## src/sv/edd_ram.sv

```systemverilog
`default_nettype none
// ----------------------------------------------------------------------------
// edd_ram: generic simple dual-port RAM
// One write port, one read port, registered read (returns old data on a
// same-address write).
// ----------------------------------------------------------------------------
module edd_ram #(
  parameter int WIDTH = 8,
  parameter int DEPTH = 16
) (
  input  wire logic                                  clk,
  input  wire logic                                  we,
  input  wire logic [((DEPTH > 1) ? $clog2(DEPTH) : 1)-1:0] waddr,
  input  wire logic [WIDTH-1:0]                      wdata,
  input  wire logic                                  re,
  input  wire logic [((DEPTH > 1) ? $clog2(DEPTH) : 1)-1:0] raddr,
  output      logic [WIDTH-1:0]                      rdata
);

  logic [WIDTH-1:0] mem [DEPTH];

  always_ff @(posedge clk) begin
    if (we) begin
      mem[waddr] <= wdata;
    end
    if (re) begin
      rdata <= mem[raddr];
    end
  end

endmodule
`default_nettype wire

```

## config.mk

```make
export PLATFORM = sky130hd
export DESIGN_NAME = edd_ram
export DESIGN_NICKNAME = d
export VERILOG_FILES = /design/src/sv/edd_ram.sv
export SDC_FILE = /design/constraint.sdc
export NUM_CORES = 1
export LEC_CHECK = 0
export BUFFER_PORTS_ARGS = -buffer_cell sky130_fd_sc_hd__buf_2
export CAP_MARGIN = 20
export CORE_MARGIN = 2
export CORE_UTILIZATION = 55
export CTS_BUF_LIST = sky130_fd_sc_hd__clkbuf_4
export DETAILED_ROUTE_END_ITERATION = 8
export GPL_TIMING_DRIVEN = 1
export PLACE_DENSITY = 0.73
export SLEW_MARGIN = 20
export SYNTH_ARGS = -nofsm -noshare
export SYNTH_HDL_FRONTEND = slang
export SYNTH_SLANG_ARGS = --single-unit
```

## constraint.sdc

```tcl
create_clock -name clk -period 2.7 [get_ports clk]
set_input_delay 0.405 -clock clk [delete_from_list [all_inputs] [get_ports clk]]
set_output_delay 0.405 -clock clk [all_outputs]
set_load 0.01 [all_outputs]
```

* Yosys cells after proc, flatten, opt, wreduce, memory -nomap -nowiden *
Memories as Yosys holds them, arrays and structs flattened. A register that Yosys moved wholly into a read port is not among the register bits.
Index checks and enable logic that the tools add are counted.

word-level totals
  register bits after elaboration = 0
  memory bits (writable) = 128
  input port bits = 19
  output and inout port bits = 8
  word-level logic and storage cells = 3
  memories = 1

operators by class
  multiplexer cells = 2

memories
  memory  words  width  rd ports  clocked after Yosys merged registers in  write ports  RTL line  text
  mem     16     8      1         1                                        1            20        logic [WIDTH-1:0] mem [DEPTH];

operator list
  operator          number
  1-bit 2-to-1 mux  2

* Longest topological paths before layout *
Gate-level depths: netlist of the first run.

  word-level depth = 2
  mapped depth = 5
  mapped depth without buffers = 3

* Least setup slack after synthesis of the first run *
OpenSTA, ideal clock, no wires.

  path kind = input to register
  start point = input waddr[2] in the netlist's numbering
  end point = memory mem[0][0], enable pin
  library setup time = 0.383 ns
  arrival time = 1.515 ns
  data required time = 2.317 ns
  slack = 0.802 ns
  stages = 2
  buffers on the path = 0
  path through = or3b_2 nor3_1

RTL lines
  element      RTL line  text
  from (decl)  13        input wire logic [((DEPTH > 1) ? $clog2(DEPTH) : 1)-1:0] waddr,
  to (decl)    20

No word-level cell before the write port.

==> flow_summary_export.csv, run 1 <==
group,metric,value,unit
setup_path,r2r_cells,3,
layout,n_fill_cell,635,
setup_path,crit_path_start_kind,"primary input",
synthesis,synth_commonest_cells,"edfxtp_1 (136), mux4_2 (18), a22oi_1 (16)",
pwr,swShare,21.1,%
floorplan,die_h,101,µm
placement,portBuffers,26,
drt,routed_wirelength,9300,µm
synthesis,ys_warn_count,0,
timing,layout_setup_ws,1.05,ns
pwr,power.switching,0.000826,W
floorplan,dieArea,0.0103,mm²
timing,fmax,0.607,GHz
setup_path,worstSetupPathType,"primary input to flip-flop",
setup_path,end_kind,"flip-flop",
cts,clk_pin_slew,0.11,ns
layout,post-route-util,63.6,%
run,max_cap_violations,0,
layout,area_growth_syn_to_layout,12.4,%
placement,hpwl,5920,µm
setup_path,reg2reg_from,"mem[1][0]",
worst_hold_path,hold_depth,1,
global_route,grt_max_degree,23,
synthesis,synth_top_area_share,78.1,%
timing,rsz0062_at_grt,"false",
drt,wire_per_inst,21.9,µm
floorplan,io_pins,27,
timing,finalHoldViolCount,0,
drt,dr.pass1.iters,4,
cts,cts.sinks,136,
pwr,pwr-share-comb,5.5,%
cts,post_cts_buffers,0,
pwr,finalPower,0.00392,W
drt,vias_per_cell,5.81,
timing,tns,0,ns
placement,routabilityCongestion,0.811,
worst_hold_path,hold_path_end,"rdata[5]",
cts,clockRootBuffer,"clkbuf_4",
worst_hold_path,hp-start,"re",
pwr,sequentialPowerShare,60.9,%
setup_path,slowest_delay,0.57,ns
layout,fin_nets,302,
cts,clk_path_buf_depth,2,
synthesis,synthArstFlopShare,0,%
pwr,p_leak,1.96,nW
synthesis,syn_nets,248,
floorplan,design.core.area,0.00924,mm²
setup_path,critPathSlowestCell,"mux4_1",
cts,cts_resized,0,
synthesis,ys_ff_latch,136,
pwr,pwr_density_cell,667,mW/mm²
synthesis,yosysMostFrequentCell,"edfxtp_1",
timing,period_share,61.1,%
timing,final_max_slew_viol_count,0,
cts,h-tree-depth,4,
pwr,power_frac_clock,33.6,%
layout,antenna_cells,0,
synthesis,synth_area,0.00523,mm²
pwr,vdd_ir_drop_max,331,µV
setup_path,reg2reg_slack,1.10,ns
timing,worstMarginPinSlew,0.790,ns
worst_hold_path,worstHoldPathType,"primary input to flip-flop",
setup_path,arrival,1.90,ns
global_route,track_usage,20.2,%
synthesis,synth_cells,229,
placement,dp_slack,0.517,ns
cts,ctsHoldBuffers,0,
timing,setup_violations,0,
drt,ant_nets,0,
timing,fin_hold_ws,0.261,ns
cts,cts_tree,"done",
setup_path,path_max_fanout,22,
timing,min_period,1.65,ns
drt,vias,2465,
timing,max-slew-margin-rel,47.1,%
pwr,internal_power,0.00309,W
synthesis,ys_types,18,
setup_path,crit_path_cell_trace,"buf_2, buf_12, mux4_1, a22oi_1, nand2_1",
synthesis,synth_edf_count,136,
layout,drive_gt1_share,31.2,%
global_route,first_global_vias,2540,
cts,clk_latency,0.49,ns
global_route,grt_overflow,0,
synthesis,synth.area.top_cells,"edfxtp_1 (78%), mux4_2 (7.8%), mux4_1 (7.0%)",
synthesis,yosysSeqAreaShare,78.1,%
run_status,status,"completed",
floorplan,dieWidth,101,µm
drt,drt_iter0_markers,180,
global_route,grt_pass1_wl,14200,µm
setup_path,r2r_end,"rdata[0]",
synthesis,synth_ff_type,"edfxtp_1",
floorplan,initial_core_util,56.6,%
floorplan,row_count,35,
global_route,antenna_found_initial,0,
synthesis,avgSynthCellArea,22.8,µm²
synthesis,synth_area_leader_cell,"edfxtp_1",
timing,finClkSkew,0.00903,ns
cts,cts_buffers,17,
drt,route.detailed.drc,0,
setup_path,cp.required,2.95,ns
==> power by group through the flow <==
stage	Sequential, W	Clock, W	Combinational, W
after CTS	0.00239	0.00134	0.000217
after global routing	0.00239	0.00143	0.000234
final	0.00238	0.00132	0.000215
after global placement	0.00243	0	0.000210
after detailed placement	0.00243	0	0.000217
after floorplan	0.00244	0	0.000120
==> worst max-delay path, delay by kind of cell <==
kind,cells,cell delay (ns)
AOI/OAI and AO/OA,1,0.25
muxes,1,0.57
buffers and inverters,2,0.59
and+or+nand+nor,1,0.08
==> area by class of cell <==
type	instances	area, µm²	share of cell area, %
Sequential cell	136	4080	69.5
Multi-Input combinational cell	83	1060	18.0
Clock inverter	14	159	2.71
Timing Repair Buffer	45	285	4.86
Clock buffer	17	128	2.17
Tap cell	129	161	2.75
==> how the worst max path moves through the flow <==
stage	slack (ns)	startpoint	endpoint	cells past startpoint
detailed placement	0.52	raddr[0]	rdata[1]	5
floorplan	0.80	waddr[2]	mem[0][0]	2
global route	1.02	raddr[0]	rdata[3]	5
CTS	1.06	raddr[0]	rdata[1]	5
finish	1.05	raddr[0]	rdata[1]	5
global placement	0.54	raddr[0]	rdata[1]	5
==> sequential cells by signal (all words and copies together), names as in the netlist <==
signal / flops
rdata: 8
mem: 128
==> stage by stage <==
| stage | std cells | area, µm² |
|---|---|---|
| after floorplan | 229 | 5230 |
| after global placement | 393 | 5590 |
| after detailed placement | 393 | 5590 |
| after CTS | 424 | 5870 |
| after global routing | 424 | 5870 |
| final | 424 | 5870 |
==> logic make-up (layout without fill, tap and decap cells) <==
kind of cell           Yosys count  in the layout  share of synthesized area (%)
flip-flops                     136            136                           78.1
buffers and inverters           10             76                           1.65
multiplexers                    32             32                           14.8
AND/OR/NAND/NOR                 35             35                           3.14
AO/OA/AOI/OAI                   16             16                           2.30
==> metal layers <==
layer,wire length (µm),part of all wire [%],global-route usage (%),vias up
met5,0,0,0,-
met4,183,2.0,7.59,0
met3,440,4.7,5.52,19
met2,4740,51,31.3,89
met1,3930,42,27.9,1267
li1,-,-,-,1090
==> cells in the final DEF (no fill, tap or decap), types with 9 or more instances in the layout <==
cell and instances:
buf_4 18, nand2_1 9, mux4_1 14, buf_2 26, nor2_1 13, edfxtp_1 136
a22oi_1 16, mux4_2 18, clkbuf_4 17
(Power assumes the default switching activity.)
==> run 2: changes to the inputs <==
ABC_AREA = 1   (was not set)
PLACE_DENSITY = 0.75   (was 0.73)
clock period = 1.46 ns   (was 2.7 ns; I/O delays follow)
==> run 2 against run 1 <==
  * Clock-buffer cell count unchanged
  * Cell count increased by 75%
  * Largest cell class unchanged
  * Worst setup slack got worse by 0.89 ns
  * Largest power group unchanged
  * Via count increased by 54%
  * Die area increased by 11%
  * Core utilization decreased by 0.49 points
  * Routed wire length increased by 30%
  * Total power increased by 89%
  * Synthesized cell count increased by 140%
  * Clock power increased by 86%
  * Sequential power increased by 85%
==> flow_summary_export.csv, run 2 <==
group,metric,value,unit
synthesis,yosys.area_share.adder,0,%
setup_path,cp_num_buf_inv,1,
cts,clk_pin_slew,0.12,ns
layout,final_area,0.00651,mm²
pwr,pwr_density_cell,1140,mW/mm²
run,max_cap_violations,0,
placement,dp_slack,0.0108,ns
worst_hold_path,worstHoldPathType,"primary input to flip-flop",
synthesis,synth_compound_area_share,0,%
placement,routabilityCongestion,0.845,
setup_path,reg2reg_slack,0.31,ns
setup_path,arrival,1.08,ns
floorplan,row_count,37,
synthesis,synthArstFlopShare,0,%
global_route,grt_pass1_wl,19200,µm
run_status,status,"completed",
cts,h-tree-depth,4,
timing,layout_setup_ws,0.163,ns
synthesis,yosysSeqAreaShare,69.8,%
setup_path,worst_path_dominant_cell_family,"flip-flops",
timing,rsz0062_at_grt,"false",
synthesis,avgSynthCellArea,10.6,µm²
timing,final_max_slew_viol_count,0,
cts,cts_tree,"done",
synthesis,ys_types,11,
global_route,grt_max_degree,37,
global_route,antenna_found_initial,0,
layout,largest_reg_flops,128,
layout,final_cell_mix,"nand2_1 (173), edfxtp_1 (136), inv_1 (100)",
setup_path,worstSetupPathType,"flip-flop to primary output",
setup_path,r2r_cells,6,
timing,worstMarginPinSlew,0.598,ns
pwr,vdd_ir_drop_max,597,µV
setup_path,crit_path_cell_trace,"buf_2",
floorplan,dieWidth,107,µm
drt,vias,3784,
drt,routed_wirelength,12100,µm
floorplan,dieArea,0.0115,mm²
synthesis,synth_top_family_by_area,"simple AND/OR/NAND/NOR gates",
synthesis,synth_area_leader_cell,"edfxtp_1",
setup_path,critPathSlowestCell,"edfxtp_1",
layout,n_fill_cell,831,
layout,drive_gt1_share,13.0,%
global_route,first_global_vias,3643,
setup_path,reg2reg_from,"mem[5][3]",
setup_path,crit_path_start_kind,"flip-flop",
synthesis,synth-simple-area-share,20.8,%
synthesis,synth_commonest_cells,"nand2_1 (173), edfxtp_1 (136), inv_1 (100)",
layout,final_common_cell,"nand2_1",
setup_path,cp.required,1.24,ns
floorplan,io_pins,27,
synthesis,syn_nets,570,
setup_path,slowest_delay,0.41,ns
synthesis,synth.area.mux_share,0,%
synthesis,synth_cells,551,
layout,finalNonFillerCells,744,
cts,cts_resized,0,
floorplan,initial_core_util,56.6,%
synthesis,yosysMostFrequentCell,"nand2_1",
pwr,p_leak,2.82,nW
timing,max-slew-margin-rel,60.1,%
floorplan,design.core.area,0.0103,mm²
worst_hold_path,hold_path_end,"mem[5][6]",
placement,dp.cells,712,
synthesis,synth_top_area_share,69.8,%
setup_path,path_max_fanout,1,
drt,dr.pass1.iters,5,
synthesis,synth_xor_area_share,0,%
cts,cts_buffers,17,
drt,drt_iter0_markers,226,
worst_hold_path,hp-start,"wdata[6]",
layout,top_regs,"mem: 128 flops, rdata: 8 flops",
timing,fmax,0.771,GHz
placement,portBuffers,26,
drt,ant_nets,0,
synthesis,ys_warn_count,0,
drt,wire_per_inst,16.2,µm
worst_hold_path,hold_depth,1,
cts,clk_latency,0.51,ns
global_route,grt_overflow,0,
setup_path,end_kind,"primary output",
cts,cts.sinks,136,
drt,vias_per_cell,5.09,
cts,clk_path_buf_depth,2,
floorplan,die_h,107,µm
placement,hpwl,7530,µm
timing,setup_violations,0,
timing,period_share,88.8,%
synthesis,synth_edf_count,136,
synthesis,synth.area.top_cells,"edfxtp_1 (70%), nand2_1 (11%), nand3_1 (8.3%)",
layout,antenna_cells,0,
cts,clockRootBuffer,"clkbuf_4",
timing,fin_hold_ws,0.113,ns
placement,place_area,0.00622,mm²
timing,finClkSkew,0.0152,ns
synthesis,synth_area,0.00585,mm²
timing,tns,0,ns
synthesis,synth_ff_type,"edfxtp_1",
global_route,track_usage,23.1,%
layout,top_register,"mem",
layout,area_growth_syn_to_layout,11.4,%
timing,finalHoldViolCount,0,
timing,min_period,1.30,ns
setup_path,r2r_end,"rdata[3]",
drt,route.detailed.drc,0,
layout,fin_nets,615,
synthesis,ys_ff_latch,136,
-- run 2: area by class of cell --
cell class              instances  area [µm²]  share of cell area (%)
multi-input cells             289        1210                    18.6
repair buffers                 50         375                    5.76
clock inverters                14         159                    2.44
flip-flops and latches        136        4080                    62.7
clock buffers                  17         128                    1.96
inverters                     102         383                    5.88
well taps                     136         170                    2.61
-- run 2: kinds of logic after synthesis --
logic type,after synthesis
buffers and inverters,126
DFF,136
and+or+nand+nor,289
-- run 2: timing repair --
item,4_1_cts,5_1_grt
hold endpoints to repair,0,7
hold buffers,0,1
setup buffers,0,0
-- run 2: how the worst max path moves through the flow --
| stage | to | cells past startpoint | from | slack, ns |
|---|---|---|---|---|
| global route | rdata[4] | 1 | rdata[4] | 0.07 |
| floorplan | mem[10][0] | 2 | waddr[2] | 0.29 |
| finish | rdata[4] | 1 | rdata[4] | 0.16 |
| CTS | rdata[4] | 1 | rdata[4] | 0.12 |
| global placement | rdata[0] | 6 | raddr[1] | 0.0003 |
| detailed placement | rdata[5] | 6 | raddr[1] | 0.01 |
-- run 2: report_power, final --
part,internal [W],leakage [nW],switching (W)
combinational,0.000172,1.44,0.000374
sequential,0.00439,1.24,0.0000218
clock,0.00116,0.142,0.00130
total,0.00572,2.82,0.00169
-- run 2: metrics by stage --
step	utilization, %	total power (W)
final	63.1	0.00741
after global routing	63.1	0.00770
after CTS	63.0	0.00746
after detailed placement	60.2	0.00505
after global placement	60.2	0.00504
after floorplan	-	0.00482
-- run 2: per-layer routing --
metal / vias up / global-route usage, % / wire [µm]
met5: - / 0 / 0
met4: 0 / 8.44 / 142
met3: 10 / 6.08 / 854
met2: 145 / 35.2 / 5850
met1: 1757 / 32.3 / 5210
li1: 1872 / - / -
==> run 3: changes to the inputs <==
==> constraint.sdc (replaced) <==
create_clock -name clk -period 1.46 [get_ports clk]
set_input_delay 0.438 -clock clk [delete_from_list [all_inputs] [get_ports clk]]
set_output_delay 0.438 -clock clk [all_outputs]
set_load 0.01 [all_outputs]
==> run 3 against run 2 <==
  * Largest power group unchanged
  * The run now ends with negative setup slack left
  * Critical endpoint is now rdata[2]
  * Sequential power about the same
  * Routed wire length up 3.6%
  * Worst setup slack worse by 0.27 ns
  * Sequential share of layout area down 1.1 points
==> flow_summary_export.csv, run 3 (synthesis results as in run 2) <==
group,metric,value,unit
layout,fin_nets,615,
global_route,antenna_found_initial,0,
setup_path,crit_path_start_kind,"flip-flop",
cts,cts_buffers,17,
pwr,pwr_density_cell,1260,mW/mm²
setup_path,critPathSlowestCell,"edfxtp_1",
run_status,status,"finished, violations left",
global_route,grt_pass1_wl,19200,µm
pwr,power_frac_clock,40.6,%
floorplan,design.core.area,0.0103,mm²
cts,h-tree-depth,4,
placement,portBuffers,26,
drt,routed_wirelength,12500,µm
setup_path,arrival,1.13,ns
timing,fin_hold_ws,0.253,ns
drt,dr.pass1.iters,5,
setup_path,cp_num_buf_inv,1,
timing,layout_setup_ws,-0.103,ns
timing,max-slew-margin-rel,61.2,%
cts,clk_path_buf_depth,2,
cts,clk_latency,0.55,ns
setup_path,worstSetupPathType,"flip-flop to primary output",
layout,final_common_cell,"nand2_1",
placement,dp_slack,-0.235,ns
global_route,first_global_vias,3688,
cts,ctsHoldBuffers,0,
cts,cts_tree,"done",
run_status,violations,"negative setup slack",
timing,worstMarginPinSlew,0.581,ns
worst_hold_path,worstHoldPathType,"primary input to flip-flop",
pwr,internal_power,0.00662,W
placement,dp.cells,713,
floorplan,initial_core_util,56.6,%
cts,cts.sinks,136,
layout,top_register,"mem",
cts,clockRootBuffer,"clkbuf_4",
global_route,grt_max_degree,37,
pwr,p_leak,2.89,nW
drt,route.detailed.drc,0,
timing,period_share,107,%
floorplan,dieArea,0.0115,mm²
drt,ant_nets,0,
pwr,vdd_ir_drop_max,590,µV
pwr,power.switching,0.00174,W
timing,fmax,0.640,GHz
timing,tns,-0.546,ns
run,max_cap_violations,0,
layout,antenna_cells,0,
drt,drt_iter0_markers,256,
layout,finalNonFillerCells,744,
floorplan,io_pins,27,
placement,routabilityCongestion,0.830,
layout,final_cell_mix,"nand2_1 (173), edfxtp_1 (136), inv_1 (100)",
global_route,met3_usage,5.11,%
drt,vias,3851,
setup_path,end_kind,"primary output",
layout,area_growth_syn_to_layout,13.5,%
floorplan,die_h,107,µm
pwr,pwr-share-comb,6.6,%
placement,hpwl,7820,µm
pwr,finalPower,0.00836,W
cts,post_cts_buffers,0,
pwr,swShare,20.8,%
layout,drive_gt1_share,13.5,%
timing,setup_violations,8,
pwr,sequentialPowerShare,52.8,%
setup_path,worst_path_dominant_cell_family,"flip-flops",
global_route,track_usage,23.4,%
timing,final_max_slew_viol_count,0,
drt,wire_per_inst,16.8,µm
setup_path,path_max_fanout,1,
timing,min_period,1.56,ns
timing,finClkSkew,0.0176,ns
setup_path,crit_path_cell_trace,"buf_2",
cts,clk_pin_slew,0.12,ns
layout,largest_reg_flops,128,
cts,cts_resized,0,
layout,top_regs,"mem: 128 flops, rdata: 8 flops",
global_route,use_met1,30.8,%
setup_path,cp.required,1.02,ns
setup_path,slowest_delay,0.42,ns
floorplan,dieWidth,107,µm
global_route,met2_usage,38.1,%
floorplan,row_count,37,
global_route,grt_overflow,0,
timing,rsz0062_at_grt,"true",
timing,finalHoldViolCount,0,
drt,vias_per_cell,5.18,
setup_path,reg2reg_slack,0.25,ns
global_route,top_usage_layer,"met2",
## run 3: layout make-up
class | instances | area [µm²]
inverter | 102 | 383
tap | 136 | 170
timing repair buffer | 50 | 373
sequential | 136 | 4080
fill | 823 | 3690
clock inverter | 13 | 275
multi-input combinational | 289 | 1210
clock buffer | 18 | 135
## run 3: metal layers
metal	vias up	wire, µm	part of all wire, %
li1	1868	-	-
met1	1799	5260	42
met2	154	6050	48
met3	30	918	7.3
met4	0	259	2.1
met5	-	0	0
## run 3: worst paths after layout
kind,from,endpoint,cells past startpoint
max,rdata[2],rdata[2],1
min,re,rdata[6],1
min reg2reg,mem[10][7],rdata[7],6
max reg2reg,mem[5][3],rdata[3],6
## run 3: stage by stage
step           instance area [µm²]  utilization (%)
6_report                      6630             64.3
5_1_grt                       6630             64.3
4_1_cts                       6630             64.3
3_5_place_dp                  6220             60.3
3_3_place_gp                  6220             60.3
2_1_floorplan                 5850                -
## run 3: power by group through the flow
stage                     combinational (W)  sequential (W)  clock, W
after floorplan                    0.000308         0.00451         0
after global placement             0.000540         0.00450         0
after detailed placement           0.000552         0.00450         0
after CTS                          0.000555         0.00441   0.00343
after global routing               0.000610         0.00442   0.00357
final                              0.000554         0.00441   0.00339
