$ cat src/sv/edd_pkg.sv
`default_nettype none
// ----------------------------------------------------------------------------
// edd_pkg: shared types and constants of the 1-bit error diffusion ditherer
// Register map, field widths, reset values and the result item type.
// ----------------------------------------------------------------------------
package edd_pkg;

  // build-time defaults
  localparam int MAX_WIDTH_DEF  = 1024;
  localparam int ERROR_BITS_DEF = 12;

  // field widths
  localparam int GRAY_BITS      = 8;
  localparam int WIDTH_REG_BITS = 11;
  localparam int HEIGHT_BITS    = 13;
  localparam int ROW_BITS       = 12;
  localparam int FILL_BITS      = 3;
  localparam int CFG_INDEX_BITS = 2;
  localparam int CFG_DATA_BITS  = 13;

  // arithmetic constants
  localparam int ROW_LIMIT   = 4096;
  localparam int GRAY_MID    = 127;
  localparam int WHITE_LEVEL = 255;
  localparam int ERR_SHIFT   = 4;    // divide by 16

  // register reset values
  localparam int THRESHOLD_RST = 128;
  localparam int WIDTH_RST     = 1024;
  localparam int HEIGHT_RST    = 768;

  // dither_mode codes
  localparam logic MODE_DIFFUSE   = 1'b0;
  localparam logic MODE_THRESHOLD = 1'b1;

  typedef enum logic [CFG_INDEX_BITS-1:0] {
    REG_MODE      = 2'd0,
    REG_THRESHOLD = 2'd1,
    REG_WIDTH     = 2'd2,
    REG_HEIGHT    = 2'd3
  } cfg_reg_t;

  typedef struct packed {
    logic [GRAY_BITS-1:0] packed_byte;
    logic                 last_of_frame;
  } out_item_t;

endpackage
`default_nettype wire

$ cat src/sv/edd_byte_if.sv
`default_nettype none
// ----------------------------------------------------------------------------
// edd_byte_if: packed 1-bit pixel stream
// Valid/ready channel carrying eight packed pixels and an end-of-frame flag.
// ----------------------------------------------------------------------------
interface edd_byte_if;
  logic                           valid;
  logic                           ready;
  logic [edd_pkg::GRAY_BITS-1:0]  packed_byte;
  logic                           last_of_frame;

  modport source (output valid, output packed_byte, output last_of_frame, input ready);
  modport sink   (input valid, input packed_byte, input last_of_frame, output ready);
endinterface
`default_nettype wire

$ cat src/sv/edd_out_buf.sv
`default_nettype none
// ----------------------------------------------------------------------------
// edd_out_buf: two-entry output queue
// Decouples the dither pipeline from the consumer of packed bytes.
// ----------------------------------------------------------------------------
module edd_out_buf (
  input  wire logic               clk,
  input  wire logic               rst_n,
  input  wire logic               push,
  input  edd_pkg::out_item_t      push_item,
  output      logic [1:0]         count,
  edd_byte_if.source              out_ch
);

  edd_pkg::out_item_t q_r [2];
  logic               wr_ptr_r, wr_ptr_nxt;
  logic               rd_ptr_r, rd_ptr_nxt;
  logic [1:0]         cnt_r, cnt_nxt;
  logic               pop;

  assign pop                  = out_ch.valid && out_ch.ready;
  assign out_ch.valid         = (cnt_r != 2'd0);
  assign out_ch.packed_byte   = q_r[rd_ptr_r].packed_byte;
  assign out_ch.last_of_frame = q_r[rd_ptr_r].last_of_frame;
  assign count                = cnt_r;

  always_comb begin
    wr_ptr_nxt = push ? ~wr_ptr_r : wr_ptr_r;
    rd_ptr_nxt = pop  ? ~rd_ptr_r : rd_ptr_r;
    cnt_nxt    = cnt_r + {1'b0, push} - {1'b0, pop};
  end

  always_ff @(posedge clk) begin
    if (!rst_n) begin
      wr_ptr_r <= 1'b0;
      rd_ptr_r <= 1'b0;
      cnt_r    <= 2'd0;
    end else begin
      wr_ptr_r <= wr_ptr_nxt;
      rd_ptr_r <= rd_ptr_nxt;
      cnt_r    <= cnt_nxt;
    end
  end

  always_ff @(posedge clk) begin
    if (push) begin
      q_r[wr_ptr_r] <= push_item;
    end
  end

  // the upstream credit check must keep us from overrunning
  a_no_overflow: assert property (@(posedge clk) disable iff (!rst_n)
    push |-> (cnt_r != 2'd2) || pop)
    else $error("output queue overrun");

endmodule
`default_nettype wire

$ cat src/flat_wrapper.sv
// flat-port wrapper written by rule: the top's interface ports become plain ports
module edd_out_buf_flat 
  (clk, rst_n, push, push_item, count, out_ch_valid, out_ch_packed_byte, out_ch_last_of_frame, out_ch_ready);
  edd_byte_if out_ch_i ();
  input  wire logic clk;
  input  wire logic rst_n;
  input  wire logic push;
  input  edd_pkg::out_item_t push_item;
  output      logic [1:0] count;
  output wire logic [$bits(out_ch_i.valid)-1:0] out_ch_valid;
  output wire logic [$bits(out_ch_i.packed_byte)-1:0] out_ch_packed_byte;
  output wire logic [$bits(out_ch_i.last_of_frame)-1:0] out_ch_last_of_frame;
  input wire logic [$bits(out_ch_i.ready)-1:0] out_ch_ready;
  assign out_ch_valid = out_ch_i.valid;
  assign out_ch_packed_byte = out_ch_i.packed_byte;
  assign out_ch_last_of_frame = out_ch_i.last_of_frame;
  assign out_ch_i.ready = out_ch_ready;
  edd_out_buf u_core (.clk(clk), .rst_n(rst_n), .push(push), .push_item(push_item), .count(count), .out_ch(out_ch_i));
endmodule
$ cat config.mk
export PLATFORM = sky130hd
export DESIGN_NAME = edd_out_buf_flat
export DESIGN_NICKNAME = d
export VERILOG_FILES = /design/src/sv/edd_pkg.sv /design/src/sv/edd_byte_if.sv /design/src/sv/edd_out_buf.sv /design/src/flat_wrapper.sv
export SDC_FILE = /design/constraint.sdc
export NUM_CORES = 1
export LEC_CHECK = 0
export BUFFER_PORTS_ARGS = -buffer_cell sky130_fd_sc_hd__buf_2
export CAP_MARGIN = 20
export CELL_PAD_IN_SITES_DETAIL_PLACEMENT = 1
export CELL_PAD_IN_SITES_GLOBAL_PLACEMENT = 2
export CORE_MARGIN = 3
export CORE_UTILIZATION = 30
export DETAILED_ROUTE_END_ITERATION = 10
export GPL_TIMING_DRIVEN = 0
export PLACE_DENSITY = 0.64
export SLEW_MARGIN = 10
export SYNTH_ARGS = -nofsm -noshare
export SYNTH_HDL_FRONTEND = slang
export SYNTH_SLANG_ARGS = --single-unit
$ cat constraint.sdc
create_clock -name clk -period 4.2 [get_ports clk]
set_input_delay 0.84 -clock clk [delete_from_list [all_inputs] [get_ports clk]]
set_output_delay 0.84 -clock clk [all_outputs]
set_load 0.05 [all_outputs]
# ---- Yosys cells after proc, flatten, opt, wreduce, memory -nomap -nowiden
# Memories as Yosys holds them, arrays and structs flattened. A register that Yosys moved wholly into a read port is not among the register bits.
# Cells that the tools add are included.
dict set report totals {
  reg_bits 4
  ramBits 18
  output_inout_bits 12
  memories 1
}
# memory words word_bits read_ports rd_ports_with_merged_regs write_ports line
set mem_list {}
lappend mem_list {u_core.q_r 2 9 1 1 1 edd_out_buf.sv:15} ;# edd_pkg::out_item_t q_r [2];
dict set report op_classes {
  n_addsub 2
  mux 4
  bitwise 2
  n_reduce_logical 2
}
# cell count
set ops {}
lappend ops {{1-bit 2-to-1 mux} 4}
lappend ops {{2-bit by 1-bit adder with 2-bit output} 1}
lappend ops {{1-bit inverter} 2}
lappend ops {{2-bit nonzero test} 1}
lappend ops {{2-bit by 1-bit subtractor with 2-bit output} 1}
lappend ops {{1-bit logical AND} 1}

# ---- Logic depth before layout (Yosys ltp)
# Gate-level depths: netlist (run 1).
dict set report logic_depth {
  word_depth 4
  ltp_mapped 6
}

# ---- Worst setup path before layout (run 1)
# Ideal clock, no wire load.
dict set report synth_path {
  path_type {register to output}
  from {register u_core.cnt_r[1] (netlist: u_core.count[1])}
  to {output out_ch_valid}
  arrival_time_ns 1.025
  t_required_ns 3.360
  slack_ns 2.335
  stages_incl_launch_ff 2
  path_cell_list {dfxtp_1 or2_2}
}
dict set report synth_via {
  elab_chain_cells 1
}
# element line
set synth_rtl {}
lappend synth_rtl {{start: declaration} edd_out_buf.sv:18} ;# logic [1:0] cnt_r, cnt_nxt;
lappend synth_rtl {{start signal: assignment} edd_out_buf.sv:41} ;# cnt_r <= cnt_nxt;
lappend synth_rtl {{2-bit nonzero test} edd_out_buf.sv:22} ;# assign out_ch.valid = (cnt_r != 2'd0);
lappend synth_rtl {{end: declaration} flat_wrapper.sv:10} ;# output wire logic [$bits(out_ch_i.valid)-1:0] out_ch_valid;
# Every way passes these cells.

==> results of run 1 <==
-- worst register-to-register path, delay by kind of cell, from the launching register on --
kind | cells | cell delay [ns]
AO/OA/AOI/OAI | 1 | 0.25
AND/OR/NAND/NOR | 1 | 0.10
flip-flops | 1 | 0.36
XOR/XNOR | 1 | 0.22
buffers and inverters | 1 | 0.06
adder cells (fa/ha/maj) | 2 | 0.41
-- area by class of cell --
| cell class | count | share of cell area (%) |
|---|---|---|
| inverters | 2 | 0.698 |
| plain buffers | 1 | 0.466 |
| repair buffers | 24 | 11.2 |
| flip-flops and latches | 23 | 59.6 |
| clock inverters | 1 | 0.466 |
| clock buffers | 3 | 2.10 |
| well taps | 31 | 3.61 |
| multi-input cells | 24 | 21.9 |
-- state kept, by name, indices dropped and copies added, names as in the netlist, named ones only --
signal / cells
u_core.count: 2
u_core.q_r: 18
u_core.wr_ptr_r: 1
u_core.rd_ptr_r: 1
-- per-stage QoR --
step | utilization (%) | cells
2_1_floorplan | - | 50
3_3_place_gp | 37.7 | 105
3_5_place_dp | 37.7 | 105
4_1_cts | 38.6 | 109
5_1_grt | 38.6 | 109
6_report | 38.6 | 109
-- path summary, 6_finish.rpt --
check,from,to,slack (ns),cells past startpoint
min,u_core.rd_ptr_r,register,0.49,2
max,register,out_ch_packed_byte[4],1.93,3
min reg2reg,u_core.rd_ptr_r,register,0.49,2
max reg2reg,u_core.count[1],u_core.count[1],2.76,6
-- cells by family after synthesis --
kind of cell	after synthesis
AO/OA/AOI/OAI	2
XOR/XNOR	1
adder cells (fa/ha/maj)	2
buffers and inverters	3
flip-flops	23
multiplexers	11
AND/OR/NAND/NOR	8
-- cells in the final DEF, fill, tap and decap left out, drive strengths merged --
master | synthesis | layout
nand2b | 1 | 1
buf | 1 | 25
nor2b | 3 | 3
inv | 2 | 2
or2 | 1 | 1
mux2i | 2 | 2
clkinv | 0 | 1
xnor3 | 1 | 1
and2 | 2 | 2
dfxtp | 5 | 5
mux2 | 9 | 9
clkbuf | 0 | 3
o21a | 2 | 2
nand2 | 1 | 1
edfxtp | 18 | 18
ha | 2 | 2
-- report_power, final --
part / switching (µW) / internal [µW] / leakage [µW]
logic: 180 / 95.3 / 0.000207
clock network: 64.3 / 35.6 / 0.0000177
registers: 12.4 / 272 / 0.000210
total: 257 / 402 / 0.000435
-- layer usage --
layer	part of all wire [%]	track usage (%)
met3	7.3	3.19
met1	40	10.1
met5	0	0
met2	51	14.8
met4	1.7	4.64
==> impl_metrics.tcl, run 1 <==
set metrics [dict create \
    core_um2 2780 \
    clock_sinks 23 \
    synth_edf_count 18 \
    dieArea_um2 3650 \
    synth_top_family_by_area "multiplexers" \
    grt_max_degree 14 \
    max_slew.worst_pin.slew_ns 0.927 \
    async_reset_ff_share_pct 0 \
    io_pins 25 \
    crit_fanout 9 \
    status "finished clean" \
    holdWs_ns 0.492 \
    setup_viol 0 \
    seqCellArea_um2 641 \
    synth_mux_area_share_pct 13.7 \
    start_util_pct 31.9 \
    ir_worst_vdd_mv 0.266 \
    final-hold-violation-count 0 \
    num-nets-final 94 \
    synth.avg_cell_area_um2 17.8 \
    drive_gt1_share_pct 52.6 \
    slew_headroom_pct 38.1 \
    multi_input_area_um2 235 \
    leakagePower_uw 0.000435 \
    antenna_found_initial 0 \
    grt_pass1_wl_mm 2.33 \
    wl_per_cell_um 13.1 \
    yosys_most_used_dff "edfxtp_1" \
    critPathMaxStageDelay_ns 0.37 \
    ys_warn_count 0 \
    synth-xor-area-share_pct 2.54 \
    synth_top_area_share_pct 60.8 \
    ys_types 16 \
    die_w_um 60.4 \
    max_freq_mhz 440 \
    skew_ns 0.00185 \
    ant_nets 0 \
    cts.clk_slew.worst_paths_ns 0.12 \
    holdBufCountCts 0 \
    row_count 19 \
    synth_fa_ha_area_share_pct 2.82 \
    rsz0062_at_grt "no" \
    fin_setup_tns_ns 0 \
    synthesis.nets 65 \
    place_area_um2 1050 \
    slowest_stage "mux2_2" \
    cts_max_level 1 \
    cts_resized 0 \
    path_buf_inv 2 \
    cp_cell_sequence "buf_2 > mux2_2 > buf_2" \
    crit_top_cell "buf_2" \
    synth_most_common_cell "edfxtp_1" \
    synth_area_leader_cell "edfxtp_1" \
    worst_ep_required_time_ns 3.36 \
    worst_slack_ns 1.93 \
    synthTopCellsByArea "edfxtp_1 61%, mux2_2 11%, dfxtp_1 11%, ha_1 2.8%, xnor3_1 2.5%" \
    cts_buffer_depth 2 \
    cap_violations 0 \
    via_count 489 \
    cp_top_family "buffers and inverters" \
    cp-end-kind "output pin" \
    cts_tree "done" \
    clk_latency_ns 0.31 \
    num-fill-cells 292 \
    synth-compound-area-share_pct 1.83 \
    critical_path_class "reg2out" \
    dr.pass1.iters 2 \
    startpoint_type "register" \
    power_density_nw_per_um2 614 \
    pre_cts_slack_ns 2.06 \
    cts_setup_buffers 0 \
    viasPerCell 4.49 \
    hold_path_class "reg2reg" \
    grt_overflow 0 \
    fin_crit_sh_pct 54.1 \
    ys_seq_area_share_pct 72.1 \
    report.power.total_uw 659 \
    io_buffers 24 \
    synth_commonest_cells "18 x edfxtp_1, 9 x mux2_2, 5 x dfxtp_1" \
    period_needed_ns 2.27 \
    antenna_cells 0 \
    syn_area_um2 888 \
    yosys.area_share.simple_pct 5.63 \
    track_usage_pct 8.93 \
    hpwl_mm 1.08 \
    cts_buffers 3 \
    synth_cells 50 \
    final_area_um2 1070 \
    gp_congestion 0.640 \
    routed_wl_mm 1.43 \
    finalMaxSlewViolations 0 \
    synth-seq-cells 23 \
    drc 0 \
    syn_to_final_growth_pct 21.0 \
    arrival_ns 1.43 \
    ctsRootBufferMaster "clkbuf_4" \
    grt_pass1_vias 524 \
    die_h_um 60.4 \
    drtIter0Drc 4 \
]
Power figures use the tool's default switching activity.
==> run 2, diff against run 1 <==
Settings changed: PLACE_DENSITY 0.64 to 0.67.
Clock period 4.2 ns to 1.8 ns, I/O delays scaled along.
==> run 2 against run 1 <==
  * Die area unchanged
  * Clock-buffer cell count is 1 higher
  * Register-to-register slack got worse by 2.4 ns
  * Wire length grew 7.9%
  * Cell count unchanged
  * Largest power group unchanged
==> impl_metrics.tcl, run 2 (synthesis gave the netlist of run 1 again) <==
set metrics [dict create \
    row_count 19 \
    dr.pass1.iters 3 \
    ir_worst_vdd_mv 0.739 \
    clock_sinks 23 \
    arrival_ns 1.37 \
    setup_viol 0 \
    status "finished clean" \
    p_clk_share_pct 15.2 \
    dieArea_um2 3650 \
    critical_path_class "reg2out" \
    ant_nets 0 \
    slew_headroom_pct 37.8 \
    grt_max_degree 13 \
    grt_pass1_vias 527 \
    rsz0062_at_grt "no" \
    gp_congestion 0.642 \
    cts.clk_slew.worst_paths_ns 0.12 \
    leakagePower_uw 0.000432 \
    path_buf_inv 2 \
    final-hold-violation-count 0 \
    die_w_um 60.4 \
    top_register "u_core.q_r" \
    cp_cell_sequence "buf_4 > mux2_2 > buf_2" \
    worst_ep_required_time_ns 1.44 \
    internal_power_uw 948 \
    max_slew.worst_pin.slew_ns 0.931 \
    hpwl_mm 1.16 \
    max_freq_mhz 577 \
    crit_fanout 9 \
    cts_tree "done" \
    slowest_stage "mux2_2" \
    critPathMaxStageDelay_ns 0.35 \
    hold_path_class "in2reg" \
    period_needed_ns 1.73 \
    via_count 499 \
    final_core_util_pct 38.7 \
    cts_max_level 1 \
    mostFrequentLayoutCells "24 x buf_2, 18 x edfxtp_1, 9 x mux2_2, 5 x dfxtp_1, 3 x clkbuf_4" \
    num-nets-final 94 \
    cts_setup_buffers 0 \
    swShare_pct 39.0 \
    cp-end-kind "output pin" \
    routed_wl_mm 1.54 \
    final_common_cell "buf_2" \
    drtIter0Drc 8 \
    wl_met2_um 776 \
    die_h_um 60.4 \
    wl_per_cell_um 14.2 \
    startpoint_type "register" \
    antenna_cells 0 \
    start_util_pct 31.9 \
    io_buffers 24 \
    drive_gt1_share_pct 51.3 \
    track_usage_pct 8.87 \
    grt_pass1_wl_mm 2.28 \
    fin_setup_tns_ns 0 \
    antenna_found_initial 0 \
    pwr-share-seq_pct 42.9 \
    highest_layer "met4" \
    finalMaxSlewViolations 0 \
    skew_ns 0.00450 \
    cts_buffer_depth 2 \
    wl_met1_um 640 \
    routed-wl-met3_um 115 \
    cap_violations 0 \
    ctsRootBufferMaster "clkbuf_4" \
    syn_to_final_growth_pct 21.1 \
    pwr-share-comb_pct 42.0 \
    clk_latency_ns 0.31 \
    grt_overflow 0 \
    power_density_nw_per_um2 1440 \
    power.switching_uw 606 \
    drc 0 \
    core_um2 2780 \
    io_pins 25 \
    largest_register_ff_count 18 \
    cts_buffers 3 \
    fin_crit_sh_pct 96.3 \
    cp_top_family "buffers and inverters" \
    viasPerCell 4.58 \
]
[run 2: cell count changes in the layout (fill, tap and decap cells not counted), sizes merged]
cell,delta
clkinv,-1
clkbuf,+1
[run 2: final timing paths]
path	from	to	slack [ns]	depth (start not counted)
min reg2reg	u_core.rd_ptr_r	u_core.rd_ptr_r	0.50	2
max	register	out_ch_packed_byte[2]	0.07	3
min	push_item[1]	u_core.q_r[0][1]	0.23	1
max reg2reg	u_core.count[1]	u_core.count[1]	0.34	6
[run 2: final cells by class]
class	instances	area, µm²
fillers	301	1710
flip-flops and latches	23	641
multi-input cells	24	235
repair buffers	24	120
well taps	31	38.8
clock buffers	4	26.3
plain buffers	1	7.51
inverters	2	7.51
[run 2: what timing repair did]
action                                  CTS  global route
endpoints found under the setup margin    9             0
resized for setup                         1             0
endpoints found under the hold margin     0             0
hold buffers                              0             0
[run 2: power groups by stage]
stage	Clock, µW	Sequential [µW]	Combinational [µW]
finish	235	666	652
global route	265	676	690
CTS	248	670	663
detailed placement	0	680	658
global placement	0	676	648
floorplan	0	746	455
[run 2: per-stage QoR]
| step | area (µm²) | total power [µW] | setup WS (ns) | hold WS, ns | cells |
|---|---|---|---|---|---|
| 2_1_floorplan | 888 | 1200 | 0.109 | 0.452 | 50 |
| 3_3_place_gp | 1050 | 1320 | 0.202 | 0.463 | 105 |
| 3_5_place_dp | 1050 | 1340 | 0.145 | 0.477 | 105 |
| 4_1_cts | 1080 | 1580 | 0.0373 | 0.222 | 109 |
| 5_1_grt | 1080 | 1630 | 0.00854 | 0.211 | 109 |
| 6_report | 1080 | 1550 | 0.0670 | 0.233 | 109 |
[run 2: worst reg2reg max path: stages (launching register included)]
cell	delay [ns]
dfxtp_1	0.37
o21a_2	0.25
ha_1	0.27
inv_1	0.05
ha_1	0.15
xnor3_1	0.22
nor2b_2	0.11
[run 2: layer usage]
layer  GRT usage, %  vias to the layer above
li1               -                      242
met1           10.2                      237
met2           14.4                       18
met3           2.77                        2
met4           5.57                        0
met5              0                        -
==> run 3, diff against run 2 <==
Settings changed: CAP_MARGIN 20 to not set, REMOVE_ABC_BUFFERS set to 1.
==> run 3 against run 2 <==
  * Die area unchanged
  * First-iteration DRC count increased by 25%
  * Sequential power increased by 3.8%
  * Critical path type unchanged
==> impl_metrics.tcl, run 3 (synthesis gave the netlist of run 1 again) <==
set metrics [dict create \
    die_w_um 60.4 \
    critical_path_class "reg2out" \
    r2r_slack_ns 0.34 \
    dr.pass1.iters 3 \
    syn_to_final_growth_pct 20.8 \
    cts_tree "done" \
    path_buf_inv 1 \
    cts_buffers 3 \
    drive_gt1_share_pct 53.2 \
    wl_per_cell_um 13.7 \
    mostFrequentLayoutCells "24 x buf_2, 18 x edfxtp_1, 9 x mux2_2, 4 x dfxtp_1, 3 x clkbuf_4" \
    power_density_nw_per_um2 1430 \
    track_usage_pct 9.76 \
    die_h_um 60.4 \
    leakagePower_uw 0.000430 \
    largest_register_ff_count 18 \
    hpwl_mm 1.07 \
    antenna_cells 0 \
    gp_congestion 0.633 \
    startpoint_type "register" \
    worst_ep_required_time_ns 1.44 \
    grt_pass1_wl_mm 2.37 \
    row_count 19 \
    final_core_util_pct 38.6 \
    skew_ns 0.00209 \
    hold_path_class "in2reg" \
    hold_depth 1 \
    io_buffers 24 \
    cap_violations 0 \
    report.power.total_uw 1540 \
    grt_max_degree 14 \
    min_to "u_core.q_r[1][6]" \
    final-hold-violation-count 0 \
    start_util_pct 31.9 \
    cts.clk_slew.worst_paths_ns 0.12 \
    arrival_ns 1.31 \
    critPathMaxStageDelay_ns 0.44 \
    pre_cts_slack_ns 0.159 \
    finalMaxSlewViolations 0 \
    crit_fanout 9 \
    clock_sinks 23 \
    fin_crit_sh_pct 92.7 \
    worst_slack_ns 0.132 \
    cts_setup_buffers 0 \
    cp_cell_sequence "mux2_2 > buf_2" \
    cts_max_level 1 \
    antenna_found_initial 0 \
    hold_start "push_item[6]" \
    ctsRootBufferMaster "clkbuf_4" \
    rsz0062_at_grt "no" \
    top_register "u_core.q_r" \
    drtIter0Drc 10 \
    grt_pass1_vias 537 \
    num-fill-cells 290 \
    grt_overflow 0 \
    max_slew.worst_pin.slew_ns 0.905 \
    num-nets-final 93 \
    core_um2 2780 \
    max_freq_mhz 600 \
    r2r_end "u_core.count[1]" \
    cts_buffer_depth 2 \
    via_count 481 \
    routed_wl_mm 1.48 \
    slowest_stage "dfxtp_4" \
    final_common_cell "buf_2" \
    period_needed_ns 1.67 \
    setup_viol 0 \
    cp-end-kind "output pin" \
    slew_headroom_pct 39.6 \
    ir_worst_vdd_mv 0.624 \
    drc 0 \
    ant_nets 0 \
    cp_top_family "flip-flops" \
    io_pins 25 \
    timing.rr.start "u_core.count[1]" \
    viasPerCell 4.45 \
    clk_latency_ns 0.30 \
    rr_worst_depth 6 \
    fin_setup_tns_ns 0 \
    dieArea_um2 3650 \
    status "finished clean" \
]
## run 3: cell count changes in the layout (fill, tap and decap cells not counted)
cell	delta
dfxtp_1	-1
clkbuf_1	-1
clkinv_2	+1
dfxtp_4	+1
buf_4	-1
## run 3: layer usage
layer  GRT usage [%]  up-vias  share of wire (%)
met5               0        -                  0
met4            6.50        0                1.1
met3            3.83        2                6.3
met2            17.0       14                 54
met1            9.57      231                 38
li1                -      234                  -
## run 3: timing repair
action | in CTS | in global routing
endpoints found under the setup margin | 9 | 9
resized for setup | 1 | 1
hold buffers | 0 | 0
## run 3: area by class of cell
type	count	area, µm²	area share [%]
clock inverters	1	5.00	0.466
repair buffers	24	120	11.2
flip-flops and latches	23	644	60.0
clock buffers	3	22.5	2.10
inverters	2	7.51	0.699
well taps	31	38.8	3.61
multi-input cells	24	235	21.9
## run 3: worst max-delay path by stage
| stage | startpoint | to | cells after the start |
|---|---|---|---|
| final | register | out_ch_packed_byte[4] | 2 |
| after CTS | register | out_ch_packed_byte[3] | 2 |
| after detailed placement | push | u_core.q_r[0][7] | 2 |
| after global routing | register | out_ch_packed_byte[7] | 2 |
| after global placement | push | u_core.q_r[0][7] | 2 |
| after floorplan | u_core.count[1] | u_core.count[1] | 6 |
## run 3: stage by stage
stage          cell area, µm²  hold slack, ns  std cells
2_1_floorplan             883           0.452         49
3_3_place_gp             1040           0.462        104
3_5_place_dp             1040           0.475        104
4_1_cts                  1070           0.218        108
5_1_grt                  1070           0.199        108
6_report                 1070           0.236        108
## run 3: where the power goes
group / total (µW) / switching, µW / internal, µW / leakage [µW]
logic: 616 / 398 / 218 / 0.000201
registers: 691 / 53.4 / 638 / 0.000211
clock network: 231 / 148 / 82.9 / 0.0000177
total: 1540 / 600 / 939 / 0.000430
## run 3: worst reg2reg max path, delay by kind of cell (launching register included)
family | cells | cell delay, ns
fa+ha+maj | 2 | 0.42
buf+inv | 1 | 0.06
compound gates | 1 | 0.25
simple gates | 1 | 0.11
xor+xnor | 1 | 0.22
flops | 1 | 0.36
